==> config.mk <==
export PLATFORM = sky130hd
export DESIGN_NAME = epoch_seconds_to_calendar_top
export DESIGN_NICKNAME = d
export VERILOG_FILES = /design/src/hw/rtl/esc_pkg.sv /design/src/hw/rtl/epoch_seconds_to_calendar_top.sv
export VERILOG_INCLUDE_DIRS = /design/src /design/src/hw/rtl
export SDC_FILE = /design/constraint.sdc
export NUM_CORES = 1
export LEC_CHECK = 0
export ABC_AREA = 1
export CAP_MARGIN = 25
export CORE_AREA = 2 2 207 107
export CTS_CLUSTER_DIAMETER = 60
export DETAILED_ROUTE_END_ITERATION = 10
export DIE_AREA = 0 0 209 109
export DONT_BUFFER_PORTS = 1
export MAX_ROUTING_LAYER = met4
export PLACE_DENSITY = 0.74
export SYNTH_ARGS = -nofsm -noshare
export SYNTH_HDL_FRONTEND = slang
export SYNTH_SLANG_ARGS = --single-unit
==> constraint.sdc <==
create_clock -name clk_i -period 5.9 [get_ports clk_i]
set_input_delay 0.885 -clock clk_i [delete_from_list [all_inputs] [get_ports clk_i]]
set_output_delay 0.885 -clock clk_i [all_outputs]
set_load 0.01 [all_outputs]
==> src/hw/rtl/epoch_seconds_to_calendar_top_macros.svh <==
// Assertion helpers shared by the RTL of the epoch-to-calendar converter.
`ifndef EPOCH_SECONDS_TO_CALENDAR_TOP_MACROS_SVH
`define EPOCH_SECONDS_TO_CALENDAR_TOP_MACROS_SVH

// Same-cycle implication, switched off while reset is asserted.
`define ESC_ASSERT_IMPLIES(label, clk, rst_n, ante, cons, msg) \
  label: assert property (@(posedge clk) disable iff (!rst_n) (ante) |-> (cons)) \
    else $error(msg);

// Next-cycle implication, switched off while reset is asserted.
`define ESC_ASSERT_NEXT(label, clk, rst_n, ante, cons, msg) \
  label: assert property (@(posedge clk) disable iff (!rst_n) (ante) |=> (cons)) \
    else $error(msg);

`endif

==> src/hw/rtl/esc_pkg.sv <==
`timescale 1ns / 1ps
`default_nettype none

package esc_pkg;

  // Sequencer states of the converter.
  typedef enum logic [2:0] {
    ST_IDLE,
    ST_DIV_DAY,
    ST_DIV_HOUR,
    ST_DIV_MIN,
    ST_DIV_WDAY,
    ST_YEAR,
    ST_MONTH,
    ST_DONE
  } esc_state_e;

  localparam int unsigned SecsWidth    = 32;
  localparam int unsigned OutDataWidth = 48;

  // Divisors, each shifted left by the step counter during restoring division.
  localparam logic [31:0] SecsPerDay  = 32'd86400;
  localparam logic [31:0] SecsPerHour = 32'd3600;
  localparam logic [31:0] SecsPerMin  = 32'd60;
  localparam logic [31:0] DaysPerWeek = 32'd7;

  // Last step index of each division (quotient bits minus one).
  localparam logic [3:0] DayLastStep  = 4'd15;
  localparam logic [3:0] HourLastStep = 4'd4;
  localparam logic [3:0] MinLastStep  = 4'd5;
  localparam logic [3:0] WdayLastStep = 4'd12;

  localparam logic [11:0] EpochYear   = 12'd1970;
  localparam logic [15:0] EpochWday   = 16'd4;   // day zero was a Thursday
  localparam logic [3:0]  LastMonth   = 4'd11;   // December, counted from zero
  localparam logic [11:0] CenturyNoLeap = 12'd2100;

  // Leap test for the years the 32-bit input can reach (1970 to 2106): the
  // only century year in that span that is not a leap year is 2100.
  function automatic logic is_leap(input logic [11:0] year);
    return (year[1:0] == 2'b00) && (year != CenturyNoLeap);
  endfunction

  // Days in a year.
  function automatic logic [8:0] year_len(input logic leap);
    return leap ? 9'd366 : 9'd365;
  endfunction

  // Days in a month, months counted from zero.
  function automatic logic [4:0] month_len(input logic [3:0] mon, input logic leap);
    logic [4:0] len;
    case (mon)
      4'd1:    len = leap ? 5'd29 : 5'd28;
      4'd3:    len = 5'd30;
      4'd5:    len = 5'd30;
      4'd8:    len = 5'd30;
      4'd10:   len = 5'd30;
      default: len = 5'd31;
    endcase
    return len;
  endfunction

endpackage

`default_nettype wire

==> src/hw/rtl/epoch_seconds_to_calendar_top.sv <==
// Channel   Dir  tdata fields (lowest bit first)
// s_axis    in   epoch_seconds[31:0]
// m_axis    out  year[11:0] month[15:12] day_of_month[20:16] hour[25:21]
//                minute[31:26] second[37:32] weekday[40:38], zero [47:41]
//
// The year loop subtracts the whole years since 1970 (0 to 136 of them)
// and the month loop the whole months of the final year (0 to 11). All of
// it runs through a single 33-bit subtract-and-compare unit, one step per
// cycle: three restoring divisions for the time of day, one for the
// weekday, then the year and month subtraction loops. s_axis_tready_o is
// high only while the sequencer is idle.
// A finished result waits in the output register; the next item may be taken
// meanwhile, and the sequencer stalls at the end until the result is taken.
// Reset is asynchronous and clears the sequencer and the output valid.
`timescale 1ns / 1ps
`default_nettype none
`include "epoch_seconds_to_calendar_top_macros.svh"

module epoch_seconds_to_calendar_top (
  input  wire logic                              clk_i,
  input  wire logic                              rst_ni,
  input  wire logic                              s_axis_tvalid_i,
  output logic                                   s_axis_tready_o,
  // epoch_seconds[31:0]
  input  wire logic [esc_pkg::SecsWidth-1:0]     s_axis_tdata_i,
  output logic                                   m_axis_tvalid_o,
  input  wire logic                              m_axis_tready_i,
  // year[11:0] month[15:12] day_of_month[20:16] hour[25:21] minute[31:26]
  // second[37:32] weekday[40:38], zero [47:41]
  output logic [esc_pkg::OutDataWidth-1:0]       m_axis_tdata_o
);

  import esc_pkg::*;

  esc_state_e  state_q, state_d;
  logic [31:0] rem_q, rem_d;
  logic [15:0] quo_q, quo_d;
  logic [3:0]  cnt_q, cnt_d;
  logic [15:0] days_q, days_d;
  logic [4:0]  hour_q, hour_d;
  logic [5:0]  min_q, min_d;
  logic [5:0]  sec_q, sec_d;
  logic [2:0]  wd_q, wd_d;
  logic [11:0] year_q, year_d;
  logic [3:0]  mon_q, mon_d;

  logic        out_valid_q, out_valid_d;
  logic [11:0] out_year_q, out_year_d;
  logic [3:0]  out_month_q, out_month_d;
  logic [4:0]  out_day_q, out_day_d;
  logic [4:0]  out_hour_q, out_hour_d;
  logic [5:0]  out_min_q, out_min_d;
  logic [5:0]  out_sec_q, out_sec_d;
  logic [2:0]  out_wd_q, out_wd_d;

  logic        in_fire;
  logic        out_free;
  logic        leap;
  logic [31:0] op_b;
  logic [32:0] diff;
  logic        ge;
  logic [15:0] quo_next;

  assign in_fire  = s_axis_tvalid_i && s_axis_tready_o;
  assign out_free = !out_valid_q || m_axis_tready_i;
  assign leap     = is_leap(year_q);

  // Shared unit: subtrahend selection, then one subtract that also compares.
  always_comb begin
    case (state_q)
      ST_DIV_DAY:  op_b = SecsPerDay << cnt_q;
      ST_DIV_HOUR: op_b = SecsPerHour << cnt_q;
      ST_DIV_MIN:  op_b = SecsPerMin << cnt_q;
      ST_DIV_WDAY: op_b = DaysPerWeek << cnt_q;
      ST_YEAR:     op_b = 32'(year_len(leap));
      ST_MONTH:    op_b = 32'(month_len(mon_q, leap));
      default:     op_b = '0;
    endcase
  end

  assign diff     = {1'b0, rem_q} - {1'b0, op_b};
  assign ge       = !diff[32];
  assign quo_next = {quo_q[14:0], ge};

  // Next state of the sequencer.
  always_comb begin
    state_d = state_q;
    case (state_q)
      ST_IDLE:     if (in_fire) state_d = ST_DIV_DAY;
      ST_DIV_DAY:  if (cnt_q == '0) state_d = ST_DIV_HOUR;
      ST_DIV_HOUR: if (cnt_q == '0) state_d = ST_DIV_MIN;
      ST_DIV_MIN:  if (cnt_q == '0) state_d = ST_DIV_WDAY;
      ST_DIV_WDAY: if (cnt_q == '0) state_d = ST_YEAR;
      ST_YEAR:     if (!ge) state_d = ST_MONTH;
      ST_MONTH:    if (!(ge && (mon_q < LastMonth))) state_d = ST_DONE;
      ST_DONE:     if (out_free) state_d = ST_IDLE;
      default:     state_d = ST_IDLE;
    endcase
  end

  // Datapath registers and result register, driven per state.
  always_comb begin
    rem_d       = rem_q;
    quo_d       = quo_q;
    cnt_d       = cnt_q;
    days_d      = days_q;
    hour_d      = hour_q;
    min_d       = min_q;
    sec_d       = sec_q;
    wd_d        = wd_q;
    year_d      = year_q;
    mon_d       = mon_q;
    out_valid_d = out_valid_q;
    out_year_d  = out_year_q;
    out_month_d = out_month_q;
    out_day_d   = out_day_q;
    out_hour_d  = out_hour_q;
    out_min_d   = out_min_q;
    out_sec_d   = out_sec_q;
    out_wd_d    = out_wd_q;

    if (out_valid_q && m_axis_tready_i) begin
      out_valid_d = 1'b0;
    end

    case (state_q)
      ST_IDLE: begin
        if (in_fire) begin
          rem_d = s_axis_tdata_i;
          quo_d = '0;
          cnt_d = DayLastStep;
        end
      end
      // Seconds by 86400: quotient is the day count, remainder the time of day.
      ST_DIV_DAY: begin
        quo_d = quo_next;
        if (ge) rem_d = diff[31:0];
        if (cnt_q == '0) begin
          days_d = quo_next;
          quo_d  = '0;
          cnt_d  = HourLastStep;
        end else begin
          cnt_d = cnt_q - 4'd1;
        end
      end
      ST_DIV_HOUR: begin
        quo_d = quo_next;
        if (ge) rem_d = diff[31:0];
        if (cnt_q == '0) begin
          hour_d = quo_next[4:0];
          quo_d  = '0;
          cnt_d  = MinLastStep;
        end else begin
          cnt_d = cnt_q - 4'd1;
        end
      end
      // Minutes; the final remainder is the second, then set up the weekday.
      ST_DIV_MIN: begin
        quo_d = quo_next;
        if (ge) rem_d = diff[31:0];
        if (cnt_q == '0) begin
          min_d = quo_next[5:0];
          sec_d = ge ? diff[5:0] : rem_q[5:0];
          rem_d = {16'b0, days_q + EpochWday};
          quo_d = '0;
          cnt_d = WdayLastStep;
        end else begin
          cnt_d = cnt_q - 4'd1;
        end
      end
      // Remainder by seven gives the weekday; the day count goes back in.
      ST_DIV_WDAY: begin
        if (ge) rem_d = diff[31:0];
        if (cnt_q == '0) begin
          wd_d   = ge ? diff[2:0] : rem_q[2:0];
          rem_d  = {16'b0, days_q};
          year_d = EpochYear;
        end else begin
          cnt_d = cnt_q - 4'd1;
        end
      end
      ST_YEAR: begin
        if (ge) begin
          rem_d  = diff[31:0];
          year_d = year_q + 12'd1;
        end else begin
          mon_d = '0;
        end
      end
      ST_MONTH: begin
        if (ge && (mon_q < LastMonth)) begin
          rem_d = diff[31:0];
          mon_d = mon_q + 4'd1;
        end
      end
      ST_DONE: begin
        if (out_free) begin
          out_valid_d = 1'b1;
          out_year_d  = year_q;
          out_month_d = mon_q + 4'd1;
          out_day_d   = rem_q[4:0] + 5'd1;
          out_hour_d  = hour_q;
          out_min_d   = min_q;
          out_sec_d   = sec_q;
          out_wd_d    = (wd_q == 3'd0) ? 3'd7 : wd_q;
        end
      end
      default: ;
    endcase
  end

  // Control registers.
  always_ff @(posedge clk_i or negedge rst_ni) begin
    if (!rst_ni) begin
      state_q     <= ST_IDLE;
      out_valid_q <= 1'b0;
    end else begin
      state_q     <= state_d;
      out_valid_q <= out_valid_d;
    end
  end

  // Payload registers.
  always_ff @(posedge clk_i) begin
    rem_q       <= rem_d;
    quo_q       <= quo_d;
    cnt_q       <= cnt_d;
    days_q      <= days_d;
    hour_q      <= hour_d;
    min_q       <= min_d;
    sec_q       <= sec_d;
    wd_q        <= wd_d;
    year_q      <= year_d;
    mon_q       <= mon_d;
    out_year_q  <= out_year_d;
    out_month_q <= out_month_d;
    out_day_q   <= out_day_d;
    out_hour_q  <= out_hour_d;
    out_min_q   <= out_min_d;
    out_sec_q   <= out_sec_d;
    out_wd_q    <= out_wd_d;
  end

  assign s_axis_tready_o = (state_q == ST_IDLE);
  assign m_axis_tvalid_o = out_valid_q;
  assign m_axis_tdata_o  = {7'b0, out_wd_q, out_sec_q, out_min_q, out_hour_q,
                            out_day_q, out_month_q, out_year_q};

  // Checks on the sequencer and the result.
  `ESC_ASSERT_NEXT(a_busy_after_accept, clk_i, rst_ni,
    in_fire, !s_axis_tready_o, "ready after accept")
  `ESC_ASSERT_IMPLIES(a_tod_range, clk_i, rst_ni,
    state_q == ST_DIV_HOUR, rem_q < SecsPerDay, "time of day out of range")
  `ESC_ASSERT_IMPLIES(a_year_range, clk_i, rst_ni,
    state_q == ST_YEAR, year_q <= 12'd2106, "year overrun")
  `ESC_ASSERT_IMPLIES(a_month_range, clk_i, rst_ni,
    state_q == ST_MONTH, mon_q <= LastMonth, "month overrun")
  `ESC_ASSERT_IMPLIES(a_result_from_done, clk_i, rst_ni,
    $rose(out_valid_q), $past(state_q == ST_DONE), "result not from done")
  `ESC_ASSERT_IMPLIES(a_result_fields, clk_i, rst_ni,
    out_valid_q,
    (out_month_q != 4'd0) && (out_day_q != 5'd0) && (out_wd_q != 3'd0),
    "result field zero")

endmodule

`default_nettype wire

# Word-level counts from Yosys, hierarchy flattened
# Cells that the tools add are included.
# op_classes
mux	39
n_addsub	6
eq_ne	24
n_lt_le_gt_ge	1
shifts	4
n_reduce_logical	30
# ops
operator	count
$pmux W32 S6	1
$mux W32	5
$pmux W32 S5	1
$sub A32 B32 Y33	1
$shl A12 B4 Y32 const A	1
$shl A17 B4 Y32 const A	1
$shl A3 B4 Y32 const A	1
$shl A6 B4 Y32 const A	1
$mux W15	2
$pmux W15 S2	1
$mux W4	7
$mux W3	9
$mux W12	2
$pmux W12 S2	1
$pmux W3 S8	1
$ne A2 B2 Y1 const B	10
$pmux W4 S5	1
$add A16 B3 Y16 const B	1
$add A12 B1 Y12 const B	1
$eq A3 B3 Y1 const B	4
$ne A12 B12 Y1 const B	1
$reduce_and A2 Y1	6
$reduce_and A3 Y1	4
$reduce_bool A5 Y1	2
26 further kinds	39
# totals
output_inout_bits	50
regBits	148
word_cells	123
in_bits	36

# Logic depth before layout (Yosys ltp)
# logic_depth
word_depth	10
depth_mapped	28
depth_no_buf	26

# Worst setup path after synthesis
# No wires, ideal clock.
# synth_timing
path_kind	register to register
start	register state_q[2]
end	register rem_q[0], enable pin
path_buffers	3
setup_ns	0.421
required_time_ns	5.479
arrival_ns	4.278
synth_period_minus_slack_ns	4.699
slack_ns	1.201
stages_incl_launch_ff	23
cell_sequence	dfrtp_1 -> buf_4 -> inv_4 -> nor2_1 -> nand2_2 -> clkbuf_1 -> a21oi_1 -> o21ai_0 -> o221ai_1 -> ha_1 -> fa_1 -> inv_1 -> nand3_1 -> nand3_2 -> nand2_1 -> nand2_1 -> nand2_1 -> nand2_2 -> nand2_2 -> nand2_2 -> buf_2 -> a21oi_1 -> nor2_1
# synth_via
elab_chain_cells	7
elab_cells_between_ends	17
classes_between	add/sub: 1; eq/ne: 8; mux: 1; reduce/logical: 7
# synth_rtl
element	line_no	text
start: declaration	epoch_seconds_to_calendar_top.sv:35	esc_state_e state_q, state_d;
start signal: assignment	epoch_seconds_to_calendar_top.sv:218	state_q <= state_d;
$eq A3 B3 Y1 (tied with other cells)	epoch_seconds_to_calendar_top.sv:70, epoch_seconds_to_calendar_top.sv:126	
$pmux W32 S6	epoch_seconds_to_calendar_top.sv:70	case (state_q)
$sub A32 B32 Y33	epoch_seconds_to_calendar_top.sv:81	assign diff = {1'b0, rem_q} - {1'b0, op_b};
$logic_not A1 Y1	epoch_seconds_to_calendar_top.sv:82	assign ge = !diff[32];
$logic_and A1 B1 Y1	epoch_seconds_to_calendar_top.sv:191	if (ge && (mon_q < LastMonth)) begin
$ne A2 B2 Y1 (no line)	-	
$reduce_and A3 Y1 (no line) (*)	-	
end signal: assignment	epoch_seconds_to_calendar_top.sv:225	rem_q <= rem_d;
end: declaration	epoch_seconds_to_calendar_top.sv:36	logic [31:0] rem_q, rem_d;
# Every way passes the cells marked *; elsewhere a longest branch is shown, timed or not.
# A chain may end at the register's enable or synchronous reset.

# Worst setup path in the final report
# layout_timing
start	register state_q[1]
end	register rem_q[19] (data pin)
# layout_via
elab_chain_cells	6
elab_cells_between_ends	15
classes_between	add/sub: 1; eq/ne: 6; mux: 6; reduce/logical: 2
# layout_rtl
element	line_no	text
$eq A3 B3 Y1 (tied with other cells)	epoch_seconds_to_calendar_top.sv:70, epoch_seconds_to_calendar_top.sv:126	
$pmux W32 S6	epoch_seconds_to_calendar_top.sv:70	
$sub A32 B32 Y33	epoch_seconds_to_calendar_top.sv:81	
$mux W32	-	
$mux W32, on equally long branches	epoch_seconds_to_calendar_top.sv:174, epoch_seconds_to_calendar_top.sv:161	
$pmux W32 S5 (*)	epoch_seconds_to_calendar_top.sv:126	case (state_q)
named net rem_d[19]	epoch_seconds_to_calendar_top.sv:36	
# The timed path passes the listed nets; every way through them passes the cells marked *. The select of a mux whose other input is x is not followed.

==> impl_metrics.py <==
metrics = {
    "outcome": {
        "status": "complete, no violations",
    },
    "synthesis": {
        "synth_area_per_cell_sq_um": 7.53,
        "yosysWarnings": 0,
        "synth_ff_type": "edfxtp_1",
        "synthArstFlopShare": 0.0270,
        "syn_area_sq_mm": 0.0104,
        "synth_edf_count": 144,
        "yosysSeqAreaShare": 0.427,
        "synth_seq_cells": 148,
        "syn-instance-count": 1375,
        "synth_top_area_frac": 0.418,
        "yosys.area.top_type": "edfxtp_1",
        "synthDistinctLibCells": 60,
        "synth_area_leaders": "edfxtp_1, nand2_1, inv_1",
    },
    "sta": {
        "hold_viol": 0,
        "slew_headroom": 0.137,
        "tightestPinTransition_ns": 1.28,
        "fin_crit_sh": 0.928,
        "tns_ns": 0,
        "clock_skew_ns": 0.0115,
        "finalMaxSlewViolations": 0,
        "rsz0062_at_grt": "no",
        "fin_crit_ns": 5.47,
        "fin_ws_ns": 0.427,
        "finalSetupViolations": 0,
        "max_freq_mhz": 183,
    },
    "detailed_routing": {
        "first_pass_iters": 7,
        "drc": 0,
        "drt-wirelength-per-cell_microns": 19.5,
        "via_count": 9434,
        "ant_nets": 0,
        "initialDrtViolationCount": 1317,
        "vias_per_cell": 5.66,
        "drt-total-wl_microns": 32500,
    },
    "worst_setup_path": {
        "critPathBufInv": 5,
        "r2r_slack_ns": 0.43,
        "slowest_delay_ns": 0.46,
        "critical_path_required_ns": 6.10,
        "endpoint_kind": "flop",
        "cp_max_fo": 28,
        "crit_type": "flop to flop",
        "crit_chain": "nand2_1 > nor2_2 > buf_4 > inv_2 > nand2_1 > nor2_1 > nand2_1 > inv_1 > nor2_1 > o21bai_1 > or2_1 > ha_1 > nand2_1 > nor2_1 > nand2_1 > nor2_1 > nand2_2 > nand2_2 > buf_4 > buf_4 > o21ai_1 > a21oi_1 > nor2_1",
        "reg2regPathDepth": 23,
        "crit_arrival_ns": 5.67,
        "start_kind": "flop",
        "cpMaxStageDelayCell": "dfrtp_1",
        "critPathTopFamily": "simple AND/OR/NAND/NOR gates",
        "r2r-start": "state_q[1]",
        "r2r-end": "rem_q[19]",
    },
    "layout": {
        "final_util": 0.531,
        "fillers": 2002,
        "layout.nets": 1452,
        "stdcell_count": 1667,
        "drive_gt1_frac": 0.0678,
        "area_growth_syn_to_layout_pct": 8.38,
    },
    "global_route": {
        "antenna_found_initial": 0,
        "grt_pass1_wl_microns": 49700,
        "grt-ovfl-total": 0,
        "grt_pass1_vias": 8224,
        "grt_use_total": 0.306,
        "grt_max_degree": 41,
    },
    "clocking": {
        "htreeDepth": 4,
        "cts_tree": "yes",
        "cts_buffer_depth": 2,
        "clockRootBuffer": "clkbuf_16",
        "cts_setup_buffers": 0,
        "clkTransAtPathRegs_ns": 0.06,
        "cts_made_buffers": 17,
        "insertion_delay_ns": 0.45,
        "clock-sinks": 148,
    },
    "placed_design": {
        "detailed_place_hpwl_microns": 25600,
        "gp_congestion": 1.03,
        "portBuffers": 0,
        "pre_cts_ws_ns": 0.591,
        "dp.cells": 1634,
    },
    "run": {
        "cap_violations": 0,
    },
    "floorplan": {
        "num_rows": 38,
        "coreArea_sq_mm": 0.0212,
        "die_w_microns": 209,
        "io_pins": 86,
        "die_h_microns": 109,
        "initial_core_util": 0.489,
        "die_area_sq_mm": 0.0228,
    },
    "min_path": {
        "hp-class": "primary input to async pin",
    },
}
area by class of cell:
| type | instances | area (sq um) | area share |
|---|---|---|---|
| Sequential cell | 148 | 4430 | 0.394 |
| Clock inverter | 15 | 170 | 0.0152 |
| Antenna cell | 1 | 2.50 | 0.000223 |
| Inverter | 221 | 833 | 0.0742 |
| Tap cell | 280 | 350 | 0.0312 |
| Multi-Input combinational cell | 972 | 4910 | 0.437 |
| Timing Repair Buffer | 13 | 110 | 0.00981 |
| Clock buffer | 17 | 425 | 0.0379 |
cells in the mapped netlist, types with 3 or more instances:
cell,count
nand3b_1,19
clkinv_1,5
nor2_1,135
or2_1,4
a21oi_2,3
buf_2,14
inv_1,199
o21ai_0,44
xnor2_1,6
buf_4,13
a21oi_1,67
ha_1,42
inv_2,15
nand4_1,12
or2_2,6
nand2_1,408
dfrtp_1,4
nand3_1,85
edfxtp_1,144
a22oi_1,3
o221ai_1,4
nor3_1,10
xor2_1,15
o21ai_1,32
a211oi_1,6
nand2_2,6
nor2_4,3
clkbuf_1,12
o22ai_1,5
nor2_2,3
o21bai_1,7
o211ai_1,4
a21o_1,3
kinds of logic (layout without fill, tap and decap cells):
group                      count (synthesis)  count (layout)  synth area share
AOI/OAI and AO/OA                        194             194             0.108
xor gates and xnor gates                  21              21            0.0178
adders and majority gates                 43              43            0.0527
buffers and inverters                    261             266             0.102
DFF                                      148             148             0.427
muxes                                      1               1          0.000967
other                                      1               8          0.000362
and+or+nand+nor                          706             706             0.291
sequential cells by signal (all words and copies together) (netlist names), 6 cells and up:
| register | cells |
|---|---|
| days_q | 16 |
| min_q | 6 |
| out_min_q | 6 |
| out_sec_q | 6 |
| out_year_q | 12 |
| quo_q | 15 |
| rem_q | 32 |
| sec_q | 6 |
| year_q | 12 |
timing repair:
item                       4_1_cts  5_1_grt
gates resized for setup          0        1
setup endpoints to repair        0        1
hold buffers                     0        0
hold endpoints to repair         0        0
metrics by stage:
step,hold WS [ns],cell area [sq um]
finish,0.135,11200
global route,0.125,11200
CTS,0.125,11200
detailed placement,0.406,10600
global placement,0.404,10600
floorplan,0.400,10400
metal layers:
layer  track usage  part of all wire  up-vias
li1              -                 -     4481
met2         0.341              0.34      592
met4        0.0587            0.0079        0
met1         0.495              0.50     4332
met5             -                 0        -
met3         0.109              0.15       29
how the worst max path moves through the flow:
stage	startpoint	to	slack, ns	cells past startpoint
floorplan	state_q[2]	rem_q[0]	1.20	22
global placement	state_q[2]	rem_q[22]	0.71	22
detailed placement	state_q[2]	rem_q[19]	0.59	22
CTS	state_q[2]	rem_q[19]	0.54	22
global route	state_q[1]	rem_q[19]	0.05	25
finish	state_q[1]	rem_q[19]	0.43	23
cells in the final DEF, fill, tap and decap left out, types with 15 or more instances in the layout:
cell type  synthesis  layout
inv_1            199     199
ha_1              42      42
o21ai_1           32      32
a21oi_1           67      67
nand3b_1          19      19
xor2_1            15      15
clkbuf_16          0      17
nand2_1          408     408
nand3_1           85      85
nor2_1           135     133
o21ai_0           44      44
inv_2             15      15
edfxtp_1         144     144
Power is left out: the tool's default activity adds up to more than one toggle a clock period on the data nets, which glitch-free logic cannot reach.
